**config.mk**
```make
export PLATFORM = sky130hd
export DESIGN_NAME = keyed_record_table_unit_flat
export DESIGN_NICKNAME = d
export VERILOG_FILES = /design/src/krt_pkg.sv /design/src/krt_if.sv /design/src/krt_ram.sv /design/src/keyed_record_table_unit.sv /design/src/flat_wrapper.sv
export VERILOG_INCLUDE_DIRS = /design/src /design/src/src
export SDC_FILE = /design/constraint.sdc
export NUM_CORES = 2
export LEC_CHECK = 0
export BUFFER_PORTS_ARGS = -buffer_cell sky130_fd_sc_hd__buf_4
export CORE_ASPECT_RATIO = 1.75
export CORE_MARGIN = 2
export CORE_UTILIZATION = 30
export CTS_BUF_LIST = sky130_fd_sc_hd__clkbuf_2 sky130_fd_sc_hd__clkbuf_4 sky130_fd_sc_hd__clkbuf_8
export CTS_CLUSTER_SIZE = 10
export DETAILED_ROUTE_END_ITERATION = 10
export GPL_ROUTABILITY_DRIVEN = 0
export PLACE_DENSITY = 0.42
export SYNTH_ARGS = -nofsm -noshare
export SYNTH_HDL_FRONTEND = slang
export SYNTH_HIERARCHICAL = 1
export SYNTH_MEMORY_MAX_BITS = 65536
export SYNTH_SLANG_ARGS = --single-unit
```
**constraint.sdc**
```tcl
create_clock -name clk_i -period 12.25 [get_ports clk_i]
set_clock_uncertainty 0.15 [all_clocks]
set_input_delay 0.6125 -clock clk_i [delete_from_list [all_inputs] [get_ports clk_i]]
set_output_delay 0.6125 -clock clk_i [all_outputs]
set_load 0.01 [all_outputs]
```
**src/keyed_record_table_unit_defines.svh**
```systemverilog
// ----------------------------------------------------------------------------
// Keyed record table assertion macros
// Shared helpers for the concurrent assertions of the keyed record table.
// ----------------------------------------------------------------------------
`ifndef KEYED_RECORD_TABLE_UNIT_DEFINES_SVH
`define KEYED_RECORD_TABLE_UNIT_DEFINES_SVH

// Assertion checked at every rising clock edge outside reset.
`define KRT_ASSERT(label, clk, rst_n, prop, msg) \
  label: assert property (@(posedge clk) disable iff (!rst_n) prop) else $error(msg);

// Assertion checked at every rising clock edge, reset included.
`define KRT_ASSERT_ALWAYS(label, clk, prop, msg) \
  label: assert property (@(posedge clk) prop) else $error(msg);

`endif

```
**src/krt_pkg.sv**
```systemverilog
// ----------------------------------------------------------------------------
// Keyed record table package
// Sizes, codes and record type shared by the keyed record table files.
// ----------------------------------------------------------------------------
package krt_pkg;

  localparam int unsigned CAPACITY = 64;
  localparam int unsigned IDX_W    = (CAPACITY > 1) ? $clog2(CAPACITY) : 1;
  localparam int unsigned CNT_W    = $clog2(CAPACITY + 1);

  localparam int unsigned FUNC_W   = 2;
  localparam int unsigned KEY_W    = 31;
  localparam int unsigned VA_W     = 31;
  localparam int unsigned VB_W     = 16;
  localparam int unsigned STATUS_W = 2;
  localparam int unsigned ECNT_W   = 7;

  typedef enum logic [FUNC_W-1:0] {
    FUNC_ADD    = 2'd0,
    FUNC_UPDATE = 2'd1,
    FUNC_DELETE = 2'd2
  } func_e;

  typedef enum logic [STATUS_W-1:0] {
    STATUS_DONE      = 2'd0,
    STATUS_NOT_FOUND = 2'd1,
    STATUS_FULL      = 2'd2
  } status_e;

  typedef enum logic [2:0] {
    ST_IDLE,
    ST_RD,
    ST_CMP,
    ST_SH_RD,
    ST_SH_WR,
    ST_RESP
  } state_e;

  typedef struct packed {
    logic [KEY_W-1:0] key;
    logic [VA_W-1:0]  value_a;
    logic [VB_W-1:0]  value_b;
  } rec_t;

  localparam int unsigned REC_W = $bits(rec_t);

endpackage

```
**src/krt_if.sv**
```systemverilog
// ----------------------------------------------------------------------------
// Keyed record table channels
// Valid/ready interfaces for the request and the response channel.
// ----------------------------------------------------------------------------
interface krt_req_if
  import krt_pkg::*;
();
  logic              valid;
  logic              ready;
  logic [FUNC_W-1:0] func;
  logic [KEY_W-1:0]  rec_key;
  logic [VA_W-1:0]   value_a;
  logic [VB_W-1:0]   value_b;

  modport source (output valid, output func, output rec_key, output value_a,
                  output value_b, input ready);
  modport sink   (input valid, input func, input rec_key, input value_a,
                  input value_b, output ready);
endinterface

interface krt_rsp_if
  import krt_pkg::*;
();
  logic                valid;
  logic                ready;
  logic [STATUS_W-1:0] status;
  logic [ECNT_W-1:0]   entry_count;

  modport source (output valid, output status, output entry_count, input ready);
  modport sink   (input valid, input status, input entry_count, output ready);
endinterface

```
**src/krt_ram.sv**
```systemverilog
// ----------------------------------------------------------------------------
// Generic RAM
// One write port and one read port with registered read data.
// ----------------------------------------------------------------------------
module krt_ram #(
  parameter int unsigned WIDTH = 8,
  parameter int unsigned DEPTH = 16,
  parameter int unsigned ADDR_W = (DEPTH > 1) ? $clog2(DEPTH) : 1
) (
  input  logic              clk_i,
  input  logic              we_i,
  input  logic [ADDR_W-1:0] waddr_i,
  input  logic [WIDTH-1:0]  wdata_i,
  input  logic              re_i,
  input  logic [ADDR_W-1:0] raddr_i,
  output logic [WIDTH-1:0]  rdata_o
);

  logic [WIDTH-1:0] mem_q [DEPTH];

  always_ff @(posedge clk_i) begin
    if (we_i) begin
      mem_q[waddr_i] <= wdata_i;
    end
    if (re_i) begin
      rdata_o <= mem_q[raddr_i];
    end
  end

endmodule

```
**src/keyed_record_table_unit.sv**
```systemverilog
// ----------------------------------------------------------------------------
// Keyed record table unit
// Unsorted table of records searched linearly, with add, update and delete.
// ----------------------------------------------------------------------------
// Requests arrive on req_i (func, rec_key, value_a, value_b); each gives one
// response on rsp_o carrying a status and the entry count after the request.
// The block takes one request at a time: req_i.ready is high only while the
// sequencer is idle. All records sit in one RAM with a single read port, and
// every record visited is first read and then compared or moved.
// An add, an unused code, or an update or delete on an empty table goes
// straight from acceptance to the response step. An update or delete reads
// the records in turn and compares each key until the first match or the
// end of the table, and a delete then moves every later record down by one
// position, reading each one and writing it back one place lower.
// The response sits in an output register; a new request is accepted while
// it waits, and the block only holds in its final step if the previous
// response has still not been taken. After reset the table is empty and no
// clearing pass is needed.
// ----------------------------------------------------------------------------
`include "keyed_record_table_unit_defines.svh"

module keyed_record_table_unit
  import krt_pkg::*;
(
  input  logic      clk_i,
  input  logic      rst_ni,
  krt_req_if.sink   req_i,
  krt_rsp_if.source rsp_o
);

  state_e             state_q, state_d;
  logic [CNT_W-1:0]   count_q, count_d;
  logic [CNT_W-1:0]   scan_q, scan_d;
  status_e            status_q, status_d;
  logic               out_valid_q;
  logic [STATUS_W-1:0] out_status_q;
  logic [ECNT_W-1:0]  out_count_q;

  logic [FUNC_W-1:0]  func_q;
  logic [KEY_W-1:0]   key_q;
  logic [VA_W-1:0]    va_q;
  logic [VB_W-1:0]    vb_q;

  logic               req_ready;
  logic               load_req;
  logic               out_load;
  logic               out_free;

  logic               ram_we;
  logic [IDX_W-1:0]   ram_waddr;
  rec_t               ram_wdata;
  logic               ram_re;
  logic [IDX_W-1:0]   ram_raddr;
  rec_t               ram_rdata;

  logic [CNT_W-1:0]   scan_nxt;
  logic [CNT_W-1:0]   count_dec;
  logic               key_hit;
  logic               full;
  logic               last;
  logic               more_shift;
  logic               more_after_hit;

  krt_ram #(
    .WIDTH(REC_W),
    .DEPTH(CAPACITY)
  ) u_ram (
    .clk_i  (clk_i),
    .we_i   (ram_we),
    .waddr_i(ram_waddr),
    .wdata_i(ram_wdata),
    .re_i   (ram_re),
    .raddr_i(ram_raddr),
    .rdata_o(ram_rdata)
  );

  assign scan_nxt       = scan_q + CNT_W'(1);
  assign count_dec      = count_q - CNT_W'(1);
  assign key_hit        = (ram_rdata.key == key_q);
  assign full           = (count_q == CNT_W'(CAPACITY));
  assign last           = (scan_nxt == count_q);
  assign more_after_hit = (scan_nxt < count_q);
  assign more_shift     = (scan_nxt < count_dec);
  assign out_free       = !out_valid_q || rsp_o.ready;

  always_comb begin
    state_d = state_q;
    unique case (state_q)
      ST_IDLE: begin
        if (req_i.valid) begin
          unique case (func_e'(req_i.func))
            FUNC_ADD:                 state_d = ST_RESP;
            FUNC_UPDATE, FUNC_DELETE: state_d = (count_q == '0) ? ST_RESP : ST_RD;
            default:                  state_d = ST_RESP;
          endcase
        end
      end
      ST_RD: state_d = ST_CMP;
      ST_CMP: begin
        if (key_hit) begin
          state_d = (func_q == FUNC_DELETE && more_after_hit) ? ST_SH_RD : ST_RESP;
        end else begin
          state_d = last ? ST_RESP : ST_RD;
        end
      end
      ST_SH_RD: state_d = ST_SH_WR;
      ST_SH_WR: state_d = more_shift ? ST_SH_RD : ST_RESP;
      ST_RESP:  state_d = out_free ? ST_IDLE : ST_RESP;
      default:  state_d = ST_IDLE;
    endcase
  end

  always_comb begin
    req_ready = 1'b0;
    load_req  = 1'b0;
    out_load  = 1'b0;
    ram_we    = 1'b0;
    ram_waddr = count_q[IDX_W-1:0];
    ram_wdata = '{key: key_q, value_a: va_q, value_b: vb_q};
    ram_re    = 1'b0;
    ram_raddr = scan_q[IDX_W-1:0];
    scan_d    = scan_q;
    count_d   = count_q;
    status_d  = status_q;
    unique case (state_q)
      ST_IDLE: begin
        req_ready = 1'b1;
        if (req_i.valid) begin
          load_req = 1'b1;
          scan_d   = '0;
          status_d = STATUS_DONE;
          unique case (func_e'(req_i.func))
            FUNC_ADD: begin
              if (full) begin
                status_d = STATUS_FULL;
              end else begin
                ram_we    = 1'b1;
                ram_wdata = '{key: req_i.rec_key, value_a: req_i.value_a,
                              value_b: req_i.value_b};
                count_d   = count_q + CNT_W'(1);
              end
            end
            FUNC_UPDATE, FUNC_DELETE: begin
              if (count_q == '0) begin
                status_d = STATUS_NOT_FOUND;
              end
            end
            default: ;
          endcase
        end
      end
      ST_RD: begin
        ram_re = 1'b1;
      end
      ST_CMP: begin
        if (key_hit) begin
          if (func_q == FUNC_UPDATE) begin
            ram_we    = 1'b1;
            ram_waddr = scan_q[IDX_W-1:0];
          end else if (!more_after_hit) begin
            count_d = count_dec;
          end
        end else begin
          scan_d = scan_nxt;
          if (last) begin
            status_d = STATUS_NOT_FOUND;
          end
        end
      end
      ST_SH_RD: begin
        ram_re    = 1'b1;
        ram_raddr = scan_nxt[IDX_W-1:0];
      end
      ST_SH_WR: begin
        ram_we    = 1'b1;
        ram_waddr = scan_q[IDX_W-1:0];
        ram_wdata = ram_rdata;
        scan_d    = scan_nxt;
        if (!more_shift) begin
          count_d = count_dec;
        end
      end
      ST_RESP: begin
        out_load = out_free;
      end
      default: ;
    endcase
  end

  always_ff @(posedge clk_i or negedge rst_ni) begin
    if (!rst_ni) begin
      state_q     <= ST_IDLE;
      count_q     <= '0;
      scan_q      <= '0;
      status_q    <= STATUS_DONE;
      out_valid_q <= 1'b0;
    end else begin
      state_q  <= state_d;
      count_q  <= count_d;
      scan_q   <= scan_d;
      status_q <= status_d;
      if (out_load) begin
        out_valid_q <= 1'b1;
      end else if (rsp_o.ready) begin
        out_valid_q <= 1'b0;
      end
    end
  end

  always_ff @(posedge clk_i) begin
    if (load_req) begin
      func_q <= req_i.func;
      key_q  <= req_i.rec_key;
      va_q   <= req_i.value_a;
      vb_q   <= req_i.value_b;
    end
    if (out_load) begin
      out_status_q <= status_q;
      out_count_q  <= ECNT_W'(count_q);
    end
  end

  assign req_i.ready       = req_ready;
  assign rsp_o.valid       = out_valid_q;
  assign rsp_o.status      = out_status_q;
  assign rsp_o.entry_count = out_count_q;

  `KRT_ASSERT(a_count_in_range, clk_i, rst_ni, count_q <= CNT_W'(CAPACITY),
    "Entry count exceeds the table capacity.")
  `KRT_ASSERT(a_count_step, clk_i, rst_ni,
    count_q == $past(count_q) || count_q == $past(count_q) + CNT_W'(1) ||
    count_q == $past(count_q) - CNT_W'(1),
    "Entry count moved by more than one record in a cycle.")
  `KRT_ASSERT(a_accept_leaves_idle, clk_i, rst_ni,
    req_i.valid && req_i.ready |=> state_q != ST_IDLE,
    "Sequencer stayed idle after accepting a request.")
  `KRT_ASSERT(a_resp_loads, clk_i, rst_ni,
    state_q == ST_RESP && out_free |=> rsp_o.valid && state_q == ST_IDLE,
    "Finished request did not reach the response register.")

endmodule
```
**src/flat_wrapper.sv**
```systemverilog
// flat-port wrapper written by rule: the top's interface ports become plain ports
module keyed_record_table_unit_flat import krt_pkg::*;
  (clk_i, rst_ni, req_i_valid, req_i_func, req_i_rec_key, req_i_value_a, req_i_value_b, req_i_ready, rsp_o_valid, rsp_o_status, rsp_o_entry_count, rsp_o_ready);
  krt_req_if req_i_i ();
  krt_rsp_if rsp_o_i ();
  input  logic clk_i;
  input  logic rst_ni;
  input wire logic [$bits(req_i_i.valid)-1:0] req_i_valid;
  input wire logic [$bits(req_i_i.func)-1:0] req_i_func;
  input wire logic [$bits(req_i_i.rec_key)-1:0] req_i_rec_key;
  input wire logic [$bits(req_i_i.value_a)-1:0] req_i_value_a;
  input wire logic [$bits(req_i_i.value_b)-1:0] req_i_value_b;
  output wire logic [$bits(req_i_i.ready)-1:0] req_i_ready;
  output wire logic [$bits(rsp_o_i.valid)-1:0] rsp_o_valid;
  output wire logic [$bits(rsp_o_i.status)-1:0] rsp_o_status;
  output wire logic [$bits(rsp_o_i.entry_count)-1:0] rsp_o_entry_count;
  input wire logic [$bits(rsp_o_i.ready)-1:0] rsp_o_ready;
  assign req_i_i.valid = req_i_valid;
  assign req_i_i.func = req_i_func;
  assign req_i_i.rec_key = req_i_rec_key;
  assign req_i_i.value_a = req_i_value_a;
  assign req_i_i.value_b = req_i_value_b;
  assign req_i_ready = req_i_i.ready;
  assign rsp_o_valid = rsp_o_i.valid;
  assign rsp_o_status = rsp_o_i.status;
  assign rsp_o_entry_count = rsp_o_i.entry_count;
  assign rsp_o_i.ready = rsp_o_ready;
  keyed_record_table_unit u_core (.clk_i(clk_i), .rst_ni(rst_ni), .req_i(req_i_i), .rsp_o(rsp_o_i));
endmodule
```
### Yosys cells after proc, flatten, opt, wreduce, memory -nomap -nowiden

Memory sizes are Yosys's and may differ from the RTL's. A register that Yosys moved wholly into a read port is not among the register bits.
Index checks and enable logic that the tools add are counted.
W data, S select, Z words.

| word-level totals | value |
|---|---|
| flip-flop bits (word level) | 109 |
| bits in writable memories | 4992 |
| bits of input ports | 84 |
| output and inout port bits | 11 |
| word-level logic and storage cells | 102 |
| memories | 1 |

Memories:

| memory | depth | width | rd ports | clocked after Yosys merged registers in | wr ports | line | RTL |
|---|---|---|---|---|---|---|---|
| u_core.u_ram.mem_q | 64 | 78 | 1 | 1 | 1 | krt_ram.sv:19 | `logic [WIDTH-1:0] mem_q [DEPTH];` |

| operators by class | value |
|---|---|
| $add $sub $neg | 3 |
| $lt $le $gt $ge | 2 |
| equal/unequal tests | 21 |
| multiplexer cells | 50 |
| reduce and logical (&&, ||, !) cells | 14 |

Operator list:

| operator | count |
|---|---|
| $mux W78 | 3 |
| $pmux W78 S2 | 1 |
| $mux W7 | 9 |
| $pmux W7 S3 | 2 |
| $eq A31 B31 Y1 | 1 |
| $mux W3 | 8 |
| $mux W6 | 3 |
| $pmux W3 S6 | 1 |
| $mux W1 | 15 |
| $add A7 B1 Y7 const B | 2 |
| $lt A7 B7 Y1 | 2 |
| $ne A2 B2 Y1 const B | 7 |
| $pmux W6 S2 | 1 |
| $mux W2 | 4 |
| $pmux W2 S2 | 2 |
| $reduce_and A8 Y1 | 1 |
| $eq A7 B7 Y1 | 1 |
| $eq A7 B7 Y1 const B | 1 |
| $logic_not A7 Y1 | 1 |
| $sub A7 B1 Y7 const B | 1 |
| $eq A3 B2 Y1 const B | 2 |
| $eq A3 B3 Y1 const B | 2 |
| $eq A2 B1 Y1 const B | 2 |
| $eq A2 B2 Y1 const B | 2 |
| other kinds (13) | 16 |

### Logic depth before layout (Yosys ltp)

| depth | value |
|---|---|
| depth after elaboration | 7 |
| gate-level depth with buffers | 14 |
| gate-level depth less buffers | 11 |

### By module

Netlist, hierarchy kept.

By module, submodules not included:

| module | instances | cells an instance | area each (µm²) | seq. area each (µm²) |
|---|---|---|---|---|
| krt_ram | 1 | 8237 | 191713.9 | 152246.0 |
| keyed_record_table_unit | 1 | 622 | 6387.4 | 3173.0 |

### Worst setup path after synthesis

Ideal clock, no wire load.

| timing path | value |
|---|---|
| kind | register to register |
| from | register u_core.state_q[1] |
| to | memory u_core/u_ram/mem_q[48][0] (netlist bit), enable pin |
| library setup time | 0.609 ns |
| data arrival time | 7.895 ns |
| data required time | 11.491 ns |
| setup slack | 3.595 ns |
| stages on the path, launching flop included | 12 |
| path buffers | 3 |
| clock period less this slack | 8.655 ns |
| cells stage by stage | dfrtp_1 > inv_1 > or3_1 > clkbuf_1 > or3_1 > clkbuf_1 > o31a_1 > mux2_2 > clkbuf_1 > nor2b_1 > nand4b_1 > nor3_1 |

| on the way | value |
|---|---|
| elaborated cells on any way between the ends | 7 |
| those cells by class | eq/ne: 2; mux: 4; reduce/logical: 1 |

RTL lines:

| element | line | RTL |
|---|---|---|
| start, declared | keyed_record_table_unit.sv:31 | `state_e state_q, state_d;` |
| start signal, assigned | keyed_record_table_unit.sv:198 | `state_q <= state_d;` |
| $eq A3 B3 Y1 or $eq A3 B2 Y1 (tied branches) | keyed_record_table_unit.sv:125 | `unique case (state_q)` |
| $pmux W6 S2 (*) | keyed_record_table_unit.sv:125 |  |
| via u_core.ram_waddr[3] | keyed_record_table_unit.sv:50 | `logic [IDX_W-1:0] ram_waddr;` |
| end, declared | krt_ram.sv:19 |  |

Mark *: on every way through the listed nets, which the timed path passes. The rest lies on a longest branch.

### Final worst setup path

| timing path | value |
|---|---|
| from | register u_core.state_q[0] |
| to | register u_core.u_ram.rdata_o[59], read port of u_core.u_ram.mem_q, data pin |

| on the way | value |
|---|---|
| word-level cells in the longest chain between the ends | 3 |
| elaborated cells on any way between the ends | 5 |
| those cells by class | eq/ne: 2; mux: 2; reduce/logical: 1 |

RTL lines:

| element | line | RTL |
|---|---|---|
| $eq A3 B1 Y1 or $eq A3 B2 Y1 (tied branches) | keyed_record_table_unit.sv:125 |  |
| $reduce_or A2 Y1 (no source line) (*) | -- |  |
| $mux W1 (*) | keyed_record_table_unit.sv:125 |  |
| via u_core.ram_re | keyed_record_table_unit.sv:52 | `logic ram_re;` |
| end, declared | krt_ram.sv:16 | `output logic [WIDTH-1:0] rdata_o` |

Marked as above.
A chain may end at the register's enable or synchronous reset.

==> run_results.csv <==
group,metric,value,unit
power,p_switching,6.48,mW
status,status,"finished, final reports clean",
sta,fmax,0.161,GHz
cts,clockRootBuffer,"clkbuf_8",
sta,finalHoldViolations,0,
finish,final_common_cell,"edfxtp_1",
sta,worst_slew_pin_slew,1190,ps
global_route,grt_pass1_wl,333000,um
finish,stdcell_area,0.0926,mm2
global_route,met3_usage,2.12,%
placement,port_buffers,47,
cts,clock_path_buffers,4,
cts,cts_tree,"built",
critical_path,cpPeakStageDelay,800,ps
critical_path,cp_cell_sequence,"nor2b_4 > buf_4 > nand2_1 > xnor2_2 > buf_4 > buf_4 > buf_4 > mux4_2 > a22oi_1 > nand4_1 > o21ai_0 > nor2_1",
floorplanning,core,0.271,mm2
finish,area_growth,13.8,%
global_route,grt_usage,17.1,%
power,irDropWorstVdd,0.205,mV
floorplanning,die_area,0.276,mm2
critical_path,critPathLaunch,"u_core/state_q[0]",
finish,fillers,25500,
power,p_int,14.1,mW
floorplanning,rows,253,
power,p_leak,27.6,nW
finish,final_cell_mix,"edfxtp_1, mux4_2, clkbuf_8",
yosys,syn_inst,3914,
worst_hold_path,hold_class,"in2reg",
critical_path,critPathArrivalTime,6740,ps
floorplanning,die_y,693,um
power,power.density,222,mW/mm2
global_route,use_met1,19.8,%
cts,cts_inserted_buffers,314,
global_route,grt_max_degree,111,
power,p_comb_share,27.6,%
yosys,synth_warnings,6,
floorplanning,io_pins,95,
cts,clk_latency,970,ps
critical_path,worstPathRequired,12790,ps
yosys,syn-mean-instance-area,20.8,um2
yosys,synth_nets,4018,
routing,drc_errors,0,
critical_path,start_kind,"flop",
cts,clk_pin_slew,60,ps
sta,rsz0062_at_grt,"no",
worst_hold_path,hold_start,"req_i_func[0]",
power,clkPwrFrac,27.0,%
critical_path,path_class,"reg2reg",
sta,tns,0,ps
finish,drive_above_1_share,29.8,%
cts,cts.sinks,2077,
placement,dpl_cell_area,0.0864,mm2
routing,drt-wirelength-per-cell,30.2,um
yosys,synth_area,0.0814,mm2
critical_path,r2r-start,"u_core/state_q[0]",
cts,htreeDepth,5,
routing,dr_total_vias,39400,
flow_run,drv_cap,0,
global_route,grt.overflow.total,0,
sta,report.final.slew_viol_count,0,
sta,relSlewSlack,19.8,%
placement,hpwlAfterDp,137000,um
critical_path,cp_slowest_cell,"buf_4",
floorplanning,fp.dieW,398,um
cts,cts_resized,0,
power,finalPower,20.6,mW
critical_path,crit_top_cell,"buf_4",
global_route,top_usage_layer,"met2",
routing,postRouteAntennaNets,0,
sta,fin_crit_sh,50.6,%
power,seqPwrFrac,45.4,%
cts,cts_setup_buffers,0,
routing,dr.pass1.iters,5,
finish,final_nets,4183,
cts,cts_hold_buffers,37,
global_route,met2_usage,32.8,%
sta,post-route-min-period,6200,ps
global_route,antenna_found_initial,12,
routing,routed_wl,238000,um
routing,via_per_inst,5.01,
critical_path,cp-end-kind,"flop",
global_route,grt_pass1_vias,42700,
sta,setup_viol,0,
critical_path,critPathMaxFanout,40,
power,switching_share,31.5,%
routing,drt_iter0_markers,2704,
floorplanning,initial_core_util,30.1,%
registers in the layout (all words and copies together) (netlist names):
name                      flops
u_core/rsp_o.entry_count      7
u_core/func_q                 2
u_core/u_ram/rdata_o         31
u_core/key_q                 31
u_core/count_q                7
u_core/u_ram/mem_q         1984
u_core/scan_q                 7
u_core/state_q                3
u_core/rsp_o.valid            1
u_core/rsp_o.status           2
u_core/status_q               2
path summary, 6_finish.rpt:
| kind | cells past startpoint | endpoint | slack, ps |
|---|---|---|---|
| max | 12 | u_core/u_ram/rdata_o[59] | 6050 |
| min | 2 | u_core/func_q[0] | 260 |
| max reg2reg | 12 | u_core/u_ram/rdata_o[59] | 6050 |
| min reg2reg | 0 | u_core/rsp_o.status[0] | 300 |
| max in group asynchronous | 3 | u_core/count_q[4] | 10490 |
| min in group asynchronous | 3 | u_core/state_q[1] | 780 |
worst max-delay path, delay by kind of cell, from the launching register on:
kind,cells,cell delay [ps]
buffers and inverters,4,2600
AND/OR/NAND/NOR,4,850
multiplexers,1,590
AO/OA/AOI/OAI,2,570
flip-flops,1,540
XOR/XNOR,1,450
through the flow:
step	util, %	worst slack, ps	cells	hold WS [ps]
floorplan	-	6900	3914	167
global placement	31.9	5800	7296	284
detailed placement	31.9	5790	7296	291
CTS	34.2	5760	7872	154
global route	34.2	5500	7875	215
finish	34.2	6050	7877	256
power groups by stage:
stage	registers [mW]	clock network, mW	logic [mW]
5_1_grt	9.36	6.00	6.12
4_1_cts	9.34	5.76	5.87
3_5_place_dp	9.49	0	5.85
3_3_place_gp	9.48	0	5.78
6_report	9.34	5.55	5.66
2_1_floorplan	9.52	0	3.85
cell type report:
type | count | area, um2 | area share [%]
antenna | 5 | 12.5 | 0.0135
clock buffer | 409 | 5110 | 5.52
clock inverter | 130 | 714 | 0.771
inverter | 16 | 61.3 | 0.0662
multi-input combinational | 1442 | 18100 | 19.5
sequential | 2077 | 62300 | 67.2
tap | 3570 | 4470 | 4.82
timing repair buffer | 228 | 1900 | 2.06
layer usage:
metal	part of all wire [%]	vias to the layer above	wire length [um]
li1	-	16500	-
met1	38	21700	90000
met2	56	930	133000
met3	3.9	321	9330
met4	2.5	2	6050
met5	0.0055	-	13
Power figures use the tool's default switching activity.
